`src/sv/bgc_pkg.sv`:
```
// bgc_pkg: types, constants and the cell reciprocal table of the battery gauge classifier
// used by every module of the block; depends on nothing
`default_nettype none

package bgc_pkg;

    localparam int ADDR_W = 5;
    localparam int DATA_W = 32;

    localparam logic [2:0] REG_RESISTANCE = 3'd0;
    localparam logic [2:0] REG_CELL_COUNT = 3'd1;
    localparam logic [2:0] REG_OVERVOLT   = 3'd2;
    localparam logic [2:0] REG_FULL       = 3'd3;
    localparam logic [2:0] REG_ONE_BAR    = 3'd4;
    localparam logic [2:0] REG_EMPTY      = 3'd5;

    localparam logic [1:0] STATUS_NORMAL = 2'd0;
    localparam logic [1:0] STATUS_UNDER  = 2'd1;
    localparam logic [1:0] STATUS_OVER   = 2'd2;

    localparam logic [3:0] LEVEL_EMPTY = 4'd0;
    localparam logic [3:0] LEVEL_FULL  = 4'd12;

    localparam logic [12:0] CELL_BASE = 13'd200;
    localparam logic [7:0]  MAP_WIDE  = 8'd10;

    localparam int NUM_W  = 12;
    localparam int DEN_W  = 9;
    localparam int QUOT_W = 4;

    localparam logic [NUM_W-1:0] MAP_STEPS_WIDE   = NUM_W'(11);
    localparam logic [NUM_W-1:0] MAP_STEPS_NARROW = NUM_W'(10);

    // exact reciprocal constants for the fixed divisions
    localparam logic [18:0] DIV10_M18   = 19'd419431;
    localparam int          DIV10_S18   = 22;
    localparam logic [15:0] DIV10_M16   = 16'd52429;
    localparam int          DIV10_S16   = 19;
    localparam logic [24:0] DIV1000_M   = 25'd17179870;
    localparam int          DIV1000_S   = 34;
    localparam int          CELL_S      = 17;

    localparam int QUEUE_DEPTH = 4;

    typedef struct packed {
        logic [9:0] pack_resistance_milliohm;
        logic [3:0] cell_count;
        logic [7:0] overvolt_threshold;
        logic [7:0] full_threshold;
        logic [7:0] one_bar_threshold;
        logic [7:0] empty_threshold;
    } t_cfg;

    localparam t_cfg CFG_RESET = '{
        pack_resistance_milliohm: 10'd180,
        cell_count:               4'd10,
        overvolt_threshold:       8'd225,
        full_threshold:           8'd200,
        one_bar_threshold:        8'd130,
        empty_threshold:          8'd100
    };

    typedef struct packed {
        logic [15:0] raw_voltage_mv;
        logic [7:0]  current_tenths;
    } t_in;

    typedef struct packed {
        logic [15:0] comp_voltage_mv;
        logic [14:0] power_tenths_watt;
        logic [3:0]  charge_level;
        logic [1:0]  battery_status;
    } t_out;

    typedef struct packed {
        logic [15:0]      comp_voltage_mv;
        logic [14:0]      power_tenths_watt;
        logic [3:0]       charge_level;
        logic [1:0]       battery_status;
        logic             use_div;
        logic [NUM_W-1:0] num;
        logic [DEN_W-1:0] den;
    } t_job;

    // ceil(2^17 / cells); zero cells behaves as one cell
    function automatic logic [17:0] recip_cell(input logic [3:0] cells);
        logic [17:0] m;
        case (cells)
            4'd2:    m = 18'd65536;
            4'd3:    m = 18'd43691;
            4'd4:    m = 18'd32768;
            4'd5:    m = 18'd26215;
            4'd6:    m = 18'd21846;
            4'd7:    m = 18'd18725;
            4'd8:    m = 18'd16384;
            4'd9:    m = 18'd14564;
            4'd10:   m = 18'd13108;
            4'd11:   m = 18'd11916;
            4'd12:   m = 18'd10923;
            4'd13:   m = 18'd10083;
            4'd14:   m = 18'd9363;
            4'd15:   m = 18'd8739;
            default: m = 18'd131072;
        endcase
        return m;
    endfunction

endpackage

`default_nettype wire

```
`src/sv/battery_gauge_classifier.sv`:
```
// battery_gauge_classifier: top level with the configuration registers, front pipeline,
// job queue and divider back end; depends on bgc_pkg, bgc_front, bgc_queue, bgc_back
//
// Usage:
//   Input channel (i_in_valid, o_in_ready, i_in_data) takes one pack report per request:
//   raw voltage and current. Output channel (o_out_valid, i_out_ready, o_out_data) gives
//   one result per request, in order: compensated voltage, power, bar level and status.
//   Throughput is one request per cycle while the output is not stalled. A request passes
//   six front stages (compensation, power and per-cell multiplies, classification),
//   the job queue and four divider stages that produce the bar map quotient one bit per
//   stage, the last being the output register.
//   When the receiver stalls, the back end holds and the front keeps filling the queue;
//   o_in_ready falls once the queue is full and the last front stage holds a job.
//   Reset clears the valid flags and queue pointers and loads the register defaults. The APB
//   registers may be written only while no request is in flight.
`default_nettype none

module battery_gauge_classifier #(
    parameter int QUEUE_DEPTH = bgc_pkg::QUEUE_DEPTH
) (
    input  logic                        i_clk,
    input  logic                        i_rst_n,
    input  logic                        i_in_valid,
    output logic                        o_in_ready,
    input  bgc_pkg::t_in                i_in_data,
    output logic                        o_out_valid,
    input  logic                        i_out_ready,
    output bgc_pkg::t_out               o_out_data,
    input  logic                        psel,
    input  logic                        penable,
    input  logic                        pwrite,
    input  logic [bgc_pkg::ADDR_W-1:0]  paddr,
    input  logic [bgc_pkg::DATA_W-1:0]  pwdata,
    output logic [bgc_pkg::DATA_W-1:0]  prdata,
    output logic                        pready
);

    bgc_pkg::t_cfg r_cfg;
    logic          w_wr;
    logic [2:0]    w_idx;

    logic          w_fq_valid;
    logic          w_fq_ready;
    bgc_pkg::t_job w_fq_job;
    logic          w_qb_valid;
    logic          w_qb_ready;
    bgc_pkg::t_job w_qb_job;

    assign pready = 1'b1;
    assign w_wr   = psel && penable && pwrite;
    assign w_idx  = paddr[4:2];

    always_ff @(posedge i_clk) begin
        if (!i_rst_n) begin
            r_cfg <= bgc_pkg::CFG_RESET;
        end else if (w_wr) begin
            case (w_idx)
                bgc_pkg::REG_RESISTANCE: r_cfg.pack_resistance_milliohm <= pwdata[9:0];
                bgc_pkg::REG_CELL_COUNT: r_cfg.cell_count               <= pwdata[3:0];
                bgc_pkg::REG_OVERVOLT:   r_cfg.overvolt_threshold       <= pwdata[7:0];
                bgc_pkg::REG_FULL:       r_cfg.full_threshold           <= pwdata[7:0];
                bgc_pkg::REG_ONE_BAR:    r_cfg.one_bar_threshold        <= pwdata[7:0];
                bgc_pkg::REG_EMPTY:      r_cfg.empty_threshold          <= pwdata[7:0];
                default: ;
            endcase
        end
    end

    always_comb begin
        case (w_idx)
            bgc_pkg::REG_RESISTANCE: prdata = 32'(r_cfg.pack_resistance_milliohm);
            bgc_pkg::REG_CELL_COUNT: prdata = 32'(r_cfg.cell_count);
            bgc_pkg::REG_OVERVOLT:   prdata = 32'(r_cfg.overvolt_threshold);
            bgc_pkg::REG_FULL:       prdata = 32'(r_cfg.full_threshold);
            bgc_pkg::REG_ONE_BAR:    prdata = 32'(r_cfg.one_bar_threshold);
            bgc_pkg::REG_EMPTY:      prdata = 32'(r_cfg.empty_threshold);
            default:                 prdata = '0;
        endcase
    end

    bgc_front u_front (
        .i_clk   (i_clk),
        .i_rst_n (i_rst_n),
        .i_cfg   (r_cfg),
        .i_valid (i_in_valid),
        .o_ready (o_in_ready),
        .i_data  (i_in_data),
        .o_valid (w_fq_valid),
        .i_ready (w_fq_ready),
        .o_job   (w_fq_job)
    );

    bgc_queue #(
        .DEPTH (QUEUE_DEPTH)
    ) u_queue (
        .i_clk   (i_clk),
        .i_rst_n (i_rst_n),
        .i_valid (w_fq_valid),
        .o_ready (w_fq_ready),
        .i_job   (w_fq_job),
        .o_valid (w_qb_valid),
        .i_ready (w_qb_ready),
        .o_job   (w_qb_job)
    );

    bgc_back u_back (
        .i_clk   (i_clk),
        .i_rst_n (i_rst_n),
        .i_valid (w_qb_valid),
        .o_ready (w_qb_ready),
        .i_job   (w_qb_job),
        .o_valid (o_out_valid),
        .i_ready (i_out_ready),
        .o_data  (o_out_data)
    );

`ifndef NO_ASSERTIONS
    a_level_range: assert property (@(posedge i_clk) disable iff (!i_rst_n)
        o_out_valid |-> o_out_data.charge_level <= bgc_pkg::LEVEL_FULL)
        else $error("charge level above full");

    a_over_full: assert property (@(posedge i_clk) disable iff (!i_rst_n)
        o_out_valid && o_out_data.battery_status == bgc_pkg::STATUS_OVER
        |-> o_out_data.charge_level == bgc_pkg::LEVEL_FULL)
        else $error("overvoltage result not at full level");

    a_under_empty: assert property (@(posedge i_clk) disable iff (!i_rst_n)
        o_out_valid && o_out_data.battery_status == bgc_pkg::STATUS_UNDER
        |-> o_out_data.charge_level == bgc_pkg::LEVEL_EMPTY)
        else $error("undervoltage result not at empty level");

    a_queue_drain: assert property (@(posedge i_clk) disable iff (!i_rst_n)
        !w_fq_ready |-> w_qb_valid)
        else $error("queue full but no job offered to back end");
`endif

endmodule

`default_nettype wire

```
`src/sv/bgc_front.sv`:
```
// bgc_front: six-stage pipeline that compensates voltage, computes power and per-cell value
// and classifies each request into a job for the back end; depends on bgc_pkg
`default_nettype none

module bgc_front (
    input  logic          i_clk,
    input  logic          i_rst_n,
    input  bgc_pkg::t_cfg i_cfg,
    input  logic          i_valid,
    output logic          o_ready,
    input  bgc_pkg::t_in  i_data,
    output logic          o_valid,
    input  logic          i_ready,
    output bgc_pkg::t_job o_job
);

    localparam int STAGES = 6;

    logic [STAGES-1:0] r_vld;
    logic              w_en;

    logic [17:0] n_a_prod, r_a_prod;
    logic [15:0] r_a_raw;
    logic [7:0]  r_a_cur;

    logic [36:0] w_b_mul;
    logic [14:0] n_b_drop, r_b_drop;
    logic [15:0] r_b_raw;
    logic [7:0]  r_b_cur;

    logic [16:0] w_c_sum;
    logic [15:0] n_c_volt, r_c_volt;
    logic [7:0]  r_c_cur;

    logic [34:0] w_d_mul;
    logic [23:0] n_d_pprod, r_d_pprod;
    logic [12:0] n_d_d10, r_d_d10;
    logic [15:0] r_d_volt;

    logic [48:0] w_e_pmul;
    logic [30:0] w_e_cmul;
    logic [14:0] n_e_power, r_e_power;
    logic [12:0] n_e_pc, r_e_pc;
    logic [15:0] r_e_volt;

    logic [12:0]   w_f_v;
    logic [7:0]    w_f_span;
    logic [7:0]    w_f_off;
    bgc_pkg::t_job n_f_job, r_f_job;

    assign w_en    = !r_vld[STAGES-1] || i_ready;
    assign o_ready = w_en;
    assign o_valid = r_vld[STAGES-1];
    assign o_job   = r_f_job;

    assign n_a_prod = 18'(i_data.current_tenths) * 18'(i_cfg.pack_resistance_milliohm);

    assign w_b_mul  = 37'(r_a_prod) * 37'(bgc_pkg::DIV10_M18);
    assign n_b_drop = 15'(w_b_mul >> bgc_pkg::DIV10_S18);

    assign w_c_sum  = 17'(r_b_raw) + 17'(r_b_drop);
    assign n_c_volt = w_c_sum[16] ? 16'hFFFF : w_c_sum[15:0];

    assign n_d_pprod = 24'(r_c_volt) * 24'(r_c_cur);
    assign w_d_mul   = 35'(r_c_volt) * 35'(bgc_pkg::DIV10_M16);
    assign n_d_d10   = 13'(w_d_mul >> bgc_pkg::DIV10_S16);

    assign w_e_pmul  = 49'(r_d_pprod) * 49'(bgc_pkg::DIV1000_M);
    assign n_e_power = 15'(w_e_pmul >> bgc_pkg::DIV1000_S);
    assign w_e_cmul  = 31'(r_d_d10) * 31'(bgc_pkg::recip_cell(i_cfg.cell_count));
    assign n_e_pc    = 13'(w_e_cmul >> bgc_pkg::CELL_S);

    always_comb begin
        w_f_v    = r_e_pc - bgc_pkg::CELL_BASE;
        w_f_span = i_cfg.full_threshold - i_cfg.one_bar_threshold;
        w_f_off  = w_f_v[7:0] - i_cfg.one_bar_threshold;

        n_f_job                   = '0;
        n_f_job.comp_voltage_mv   = r_e_volt;
        n_f_job.power_tenths_watt = r_e_power;
        n_f_job.charge_level      = bgc_pkg::LEVEL_EMPTY;
        n_f_job.battery_status    = bgc_pkg::STATUS_NORMAL;

        if (r_e_pc <= bgc_pkg::CELL_BASE) begin
            n_f_job.battery_status = bgc_pkg::STATUS_UNDER;
        end else if (w_f_v >= 13'(i_cfg.overvolt_threshold)) begin
            n_f_job.charge_level   = bgc_pkg::LEVEL_FULL;
            n_f_job.battery_status = bgc_pkg::STATUS_OVER;
        end else if (w_f_v >= 13'(i_cfg.full_threshold)) begin
            n_f_job.charge_level = bgc_pkg::LEVEL_FULL;
        end else if (w_f_v <= 13'(i_cfg.empty_threshold)) begin
            n_f_job.battery_status = bgc_pkg::STATUS_UNDER;
        end else if (w_f_v < 13'(i_cfg.one_bar_threshold)) begin
            n_f_job.charge_level = bgc_pkg::LEVEL_EMPTY;
        end else begin
            // linear bar map, finished by the divider in the back end
            n_f_job.use_div = 1'b1;
            if (w_f_span > bgc_pkg::MAP_WIDE) begin
                n_f_job.num = bgc_pkg::NUM_W'(w_f_off) * bgc_pkg::MAP_STEPS_WIDE;
                n_f_job.den = bgc_pkg::DEN_W'(w_f_span) + bgc_pkg::DEN_W'(1);
            end else begin
                n_f_job.num = bgc_pkg::NUM_W'(w_f_off) * bgc_pkg::MAP_STEPS_NARROW;
                n_f_job.den = bgc_pkg::DEN_W'(w_f_span);
            end
        end
    end

    always_ff @(posedge i_clk) begin
        if (!i_rst_n) begin
            r_vld <= '0;
        end else if (w_en) begin
            r_vld <= {r_vld[STAGES-2:0], i_valid};
        end
    end

    always_ff @(posedge i_clk) begin
        if (w_en) begin
            r_a_prod  <= n_a_prod;
            r_a_raw   <= i_data.raw_voltage_mv;
            r_a_cur   <= i_data.current_tenths;
            r_b_drop  <= n_b_drop;
            r_b_raw   <= r_a_raw;
            r_b_cur   <= r_a_cur;
            r_c_volt  <= n_c_volt;
            r_c_cur   <= r_b_cur;
            r_d_pprod <= n_d_pprod;
            r_d_d10   <= n_d_d10;
            r_d_volt  <= r_c_volt;
            r_e_power <= n_e_power;
            r_e_pc    <= n_e_pc;
            r_e_volt  <= r_d_volt;
            r_f_job   <= n_f_job;
        end
    end

endmodule

`default_nettype wire

```
`src/sv/bgc_queue.sv`:
```
// bgc_queue: small job queue between the front and back pipelines
// depends on bgc_pkg for the job type
`default_nettype none

module bgc_queue #(
    parameter int DEPTH = bgc_pkg::QUEUE_DEPTH
) (
    input  logic          i_clk,
    input  logic          i_rst_n,
    input  logic          i_valid,
    output logic          o_ready,
    input  bgc_pkg::t_job i_job,
    output logic          o_valid,
    input  logic          i_ready,
    output bgc_pkg::t_job o_job
);

    localparam int PTR_W = $clog2(DEPTH);
    localparam int CNT_W = $clog2(DEPTH + 1);

    bgc_pkg::t_job    r_mem [DEPTH];
    logic [PTR_W-1:0] r_wr;
    logic [PTR_W-1:0] r_rd;
    logic [CNT_W-1:0] r_cnt;
    logic             w_push;
    logic             w_pop;

    assign o_ready = r_cnt != CNT_W'(DEPTH);
    assign o_valid = r_cnt != '0;
    assign o_job   = r_mem[r_rd];
    assign w_push  = i_valid && o_ready;
    assign w_pop   = o_valid && i_ready;

    always_ff @(posedge i_clk) begin
        if (!i_rst_n) begin
            r_wr  <= '0;
            r_rd  <= '0;
            r_cnt <= '0;
        end else begin
            if (w_push) begin
                r_wr <= (r_wr == PTR_W'(DEPTH - 1)) ? '0 : r_wr + PTR_W'(1);
            end
            if (w_pop) begin
                r_rd <= (r_rd == PTR_W'(DEPTH - 1)) ? '0 : r_rd + PTR_W'(1);
            end
            if (w_push && !w_pop) begin
                r_cnt <= r_cnt + CNT_W'(1);
            end else if (w_pop && !w_push) begin
                r_cnt <= r_cnt - CNT_W'(1);
            end
        end
    end

    always_ff @(posedge i_clk) begin
        if (w_push) begin
            r_mem[r_wr] <= i_job;
        end
    end

endmodule

`default_nettype wire

```
`src/sv/bgc_back.sv`:
```
// bgc_back: pipelined restoring divider, one quotient bit per stage, that finishes the bar map
// its last stage is the output register; depends on bgc_pkg
`default_nettype none

module bgc_back (
    input  logic          i_clk,
    input  logic          i_rst_n,
    input  logic          i_valid,
    output logic          o_ready,
    input  bgc_pkg::t_job i_job,
    output logic          o_valid,
    input  logic          i_ready,
    output bgc_pkg::t_out o_data
);

    localparam int NS = bgc_pkg::QUOT_W;

    typedef struct packed {
        bgc_pkg::t_job             job;
        logic [bgc_pkg::QUOT_W-1:0] quot;
    } t_bst;

    logic [NS-1:0]             r_bv;
    t_bst                      r_bs  [NS];
    t_bst                      n_bs  [NS];
    t_bst                      w_src [NS];
    logic [bgc_pkg::NUM_W-1:0] w_trial [NS];
    logic                      w_en;

    assign w_en    = !r_bv[NS-1] || i_ready;
    assign o_ready = w_en;
    assign o_valid = r_bv[NS-1];

    assign o_data.comp_voltage_mv   = r_bs[NS-1].job.comp_voltage_mv;
    assign o_data.power_tenths_watt = r_bs[NS-1].job.power_tenths_watt;
    assign o_data.charge_level      = r_bs[NS-1].job.charge_level;
    assign o_data.battery_status    = r_bs[NS-1].job.battery_status;

    always_comb begin
        w_src[0].job  = i_job;
        w_src[0].quot = '0;
        for (int k = 1; k < NS; k++) begin
            w_src[k] = r_bs[k-1];
        end
        for (int k = 0; k < NS; k++) begin
            w_trial[k] = bgc_pkg::NUM_W'(w_src[k].job.den) << (NS - 1 - k);
            n_bs[k]    = w_src[k];
            if (w_src[k].job.num >= w_trial[k]) begin
                n_bs[k].job.num          = w_src[k].job.num - w_trial[k];
                n_bs[k].quot[NS - 1 - k] = 1'b1;
            end
        end
        if (n_bs[NS-1].job.use_div) begin
            n_bs[NS-1].job.charge_level = 4'(n_bs[NS-1].quot) + 4'd1;
        end
    end

    always_ff @(posedge i_clk) begin
        if (!i_rst_n) begin
            r_bv <= '0;
        end else if (w_en) begin
            r_bv <= {r_bv[NS-2:0], i_valid};
        end
    end

    always_ff @(posedge i_clk) begin
        if (w_en) begin
            for (int k = 0; k < NS; k++) begin
                r_bs[k] <= n_bs[k];
            end
        end
    end

endmodule

`default_nettype wire

```
`config.mk`:
```
export PLATFORM = sky130hd
export DESIGN_NAME = battery_gauge_classifier
export DESIGN_NICKNAME = d
export VERILOG_FILES = /design/src/sv/bgc_pkg.sv /design/src/sv/battery_gauge_classifier.sv /design/src/sv/bgc_front.sv /design/src/sv/bgc_queue.sv /design/src/sv/bgc_back.sv
export SDC_FILE = /design/constraint.sdc
export NUM_CORES = 2
export LEC_CHECK = 0
export BUFFER_PORTS_ARGS = -buffer_cell sky130_fd_sc_hd__buf_2
export CAP_MARGIN = 10
export CELL_PAD_IN_SITES_DETAIL_PLACEMENT = 2
export CELL_PAD_IN_SITES_GLOBAL_PLACEMENT = 2
export CORE_ASPECT_RATIO = 1.2
export CORE_MARGIN = 3
export CORE_UTILIZATION = 46
export CTS_BUF_LIST = sky130_fd_sc_hd__clkbuf_4
export CTS_CLUSTER_DIAMETER = 80
export DETAILED_ROUTE_END_ITERATION = 10
export MAX_ROUTING_LAYER = met4
export PLACE_DENSITY = 0.82
export SYNTH_ARGS = -nofsm -noshare
export SYNTH_HDL_FRONTEND = slang
export SYNTH_SLANG_ARGS = --single-unit
```
`constraint.sdc`:
```
create_clock -name i_clk -period 9.6 [get_ports i_clk]
set_input_delay 1.92 -clock i_clk [delete_from_list [all_inputs] [get_ports i_clk]]
set_output_delay 1.92 -clock i_clk [all_outputs]
set_load 0.005 [all_outputs]
```
==> summary.txt <==
Worst setup path
  • Worst endpoint data arrival time: 9050 ps
  • Req. time, crit path: 10,510 ps
  • CP Capture Type: flip-flop
  • Crit start category: flip-flop
  • Crit Path Class: reg -> reg
  • R2R setup slack: 1460 ps
  • CP most frequent cell: fa_1
  • Crit-path cells: fa_1 -> inv_1 -> fa_1 -> inv_1 -> ha_1 -> fa_1 -> fa_1 -> fa_1 -> inv_1 -> fa_1 -> inv_1 -> ha_1 -> nand4_1 -> nor2_1 -> a41oi_1 -> a211oi_1 -> o21ai_0 -> a31oi_1 -> o211ai_1 -> a21oi_1 -> a31oi_1
  • Critical path's slowest cell: edfxtp_1
  • Crit path largest cell delay: roughly 740 ps
  • Crit-path max FO: 11

Synth
  • Post-Synth Simple-Gate Area: 0.07907
  • Synth warn: 0
  • Adder-Cell Fraction of Synth Area: 0.3776
  • Largest family of logic cells by synthesized area: adder cells
  • Seq cells post-synth: between 700 and 800
  • Post-synthesis mux area share: 0.03318
  • Compound-Gate Fraction of Synth Area: 0.04795
  • Fraction of registers with async set/reset: 0
  • Top FF cell, synth: edfxtp_1
  • XOR/XNOR Fraction of Synth Area: 0.02016
  • Number of synthesized flops with an enable pin: 693
  • Post-synthesis sequential area ratio: 0.3625
  • Synth unique cells: 73
  • Synth Cell Area: 62,000 µm²
  • Synth Area per Inst: 11.76 µm²
  • Cell count after synthesis: 5,273

Floorplan
  • Std-Cell Rows: ~150
  • I/O pins: 140
  • Die Area: about 140,000 µm²
  • Die height: around 410 µm
  • Initial Util: 0.4662
  • Die X: 341.1 µm
  • Core ar.: 133,000 µm²

STA
  • Crit path time final: 8142 ps
  • Final setup violation count: 0
  • Final period utilization: 0.8482
  • Least-Margin Pin Slew: 1202 ps
  • Max-slew headroom: 0.1988
  • Fmax: 122.8 MHz
  • Fin. max-slew vios: 0
  • Unrepaired setup endpoints after global routing: no
  • Setup Skew: between 90 and 100 ps
  • Setup TNS: 0 ps
  • Fin. Hold Viols: 0

Run
  • Max-cap violations: 0

Clocking
  • H-tree depth: 4
  • CTS tree: yes
  • Number of buffers created by CTS: about 210
  • CTS clk-pin slew, worst paths: around 80 ps
  • CTS max path bufs: 3
  • Clk root buf: clkbuf_4
  • Post-CTS setup buffer count: 0
  • Clock sink total: 776
  • Worst-Skew Late Latency: 1280 ps
  • Post-CTS Resized: 0
  • Hold buffers post-CTS: 0

Drt
  • Via Count: 41.09k
  • Total Wirelength: 201.2 mm
  • Routed length per instance: 26.98 µm
  • Drt drc: 0
  • ANT nets after route: 0
  • Vias/cell: 5.509
  • Pre-antenna DRT Iters: 5
  • Detailed Route Iter0 Violations: 2,196

Placement
  • DP Wirelength: about 150 mm
  • IO buf count: 92
  • Final Wtd Congestion: 0.8216

Min path
  • Hold Path Class: reg -> reg

Global routing
  • Vias in the first global route: ~50k
  • Global-route wire length before repair: roughly 310 mm
  • Largest net degree at the start of global routing: 175
  • Initial antenna violation count: 9
  • Overflow after GRT: 0
  • All-Layer GR Usage: 0.3015

Cells and area
  • Layout cell share with drive strength beyond 1: 0.09977
  • Final net count: 7,026
  • Commonest non-fill, non-tap cell in the layout: inv_1
  • Area growth from synthesis to layout: 8.359%
  • Commonest cells after routing, fill and taps aside: inv_1 (1,152), ha_1 (791), edfxtp_1 (693)

Outcome
  • Run status: complete, no violations
[state kept, by name, summed over array words and instances (netlist names), 16 cells and up, named ones only]
register / count
r_cfg: 46
u_back.r_bs: 211
u_front.o_job: 56
u_front.r_a_prod: 18
u_front.r_a_raw: 16
u_front.r_b_raw: 16
u_front.r_c_volt: 16
u_front.r_d_pprod: 24
u_front.r_d_volt: 16
u_front.r_e_volt: 16
u_queue.r_mem: 224
[final cells by class]
class                   instances  area (µm²)
diodes                         21       52.55
clock buffers                 298        2237
clock inverters                86       503.0
fillers                     13250       65810
inverters                    1154        4347
multi-input cells            3233       34690
flip-flops and latches        776       22480
well taps                    1776        2222
repair buffers                116       653.1
[routing by layer]
metal / routed length [µm] / vias to the layer above / GRT usage
met5: 0 / - / -
met4: 9432 / 0 / 0.1210
met3: 7323 / 558 / 0.04634
met2: 111500 / 1096 / 0.5641
met1: 72980 / 21610 / 0.3138
li1: - / 17830 / -
[worst max-delay path: cells and delay by family (launching register included)]
family / cells / cell delay, ps
buf+inv: 4 / 220
simple gates: 2 / 290
flops: 1 / 740
compound gates: 7 / 2820
fa+ha+maj: 8 / 3750
[cell usage after synthesis (all sizes together) (18+ instances only)]
library cell	number	area, µm²
inv	1154	4332
ha	791	9897
edfxtp	693	20810
fa	675	13510
nand2	407	1528
and2	198	1239
a21oi	124	620.6
nor2	122	457.9
o21ai	107	535.5
xnor2	93	814.5
clkbuf	90	337.8
dfxtp	83	1662
nor2b	65	406.6
mux2i	57	570.6
mux4	54	1216
nor3	52	275.3
a21o	50	375.4
xor2	47	411.6
buf	41	257.8
nand3	33	165.2
a21boi	30	225.2
o21a	26	195.2
nand4	25	156.4
mux2	24	270.3
a31oi	21	131.4
and3	21	131.4
nand2b	20	125.1
o211ai	18	140.1
[final timing paths]
kind / cells after the start / start / to
worst max-delay path: 21 / u_front.r_d_pprod[15] / u_front.r_e_power[13]
worst min-delay path: 0 / u_back.r_bs[0][56] / u_back.r_bs[1][56]
worst max register to register: 21 / u_front.r_d_pprod[15] / u_front.r_e_power[13]
worst min register to register: 0 / u_back.r_bs[0][56] / u_back.r_bs[1][56]
[cell families (layout without fill, tap and decap cells)]
family | after synthesis | after routing
buffers and inverters | 1285 | 1654
AND/OR/NAND/NOR | 1001 | 1001
other | 2 | 44
AO/OA/AOI/OAI | 467 | 467
XOR/XNOR | 141 | 141
multiplexers | 135 | 135
flip-flops | 776 | 776
adder cells (fa/ha/maj) | 1466 | 1466
[per-stage QoR]
step                cell area, µm²  hold WS, ps  instances  utilization  worst slack, ps
floorplan                    62080        400.3       5294            -             1253
finish                       67180        385.2       7460       0.5052             1458
global placement             64390        400.4       7055       0.4842             2330
detailed placement           64390        405.7       7055       0.4842             1746
global route                 67180        401.5       7459       0.5051             1133
CTS                          67130        364.0       7439       0.5048             1676
Power is left out: the tool's default activity adds up to more than one toggle a clock period on the data nets, which glitch-free logic cannot reach.
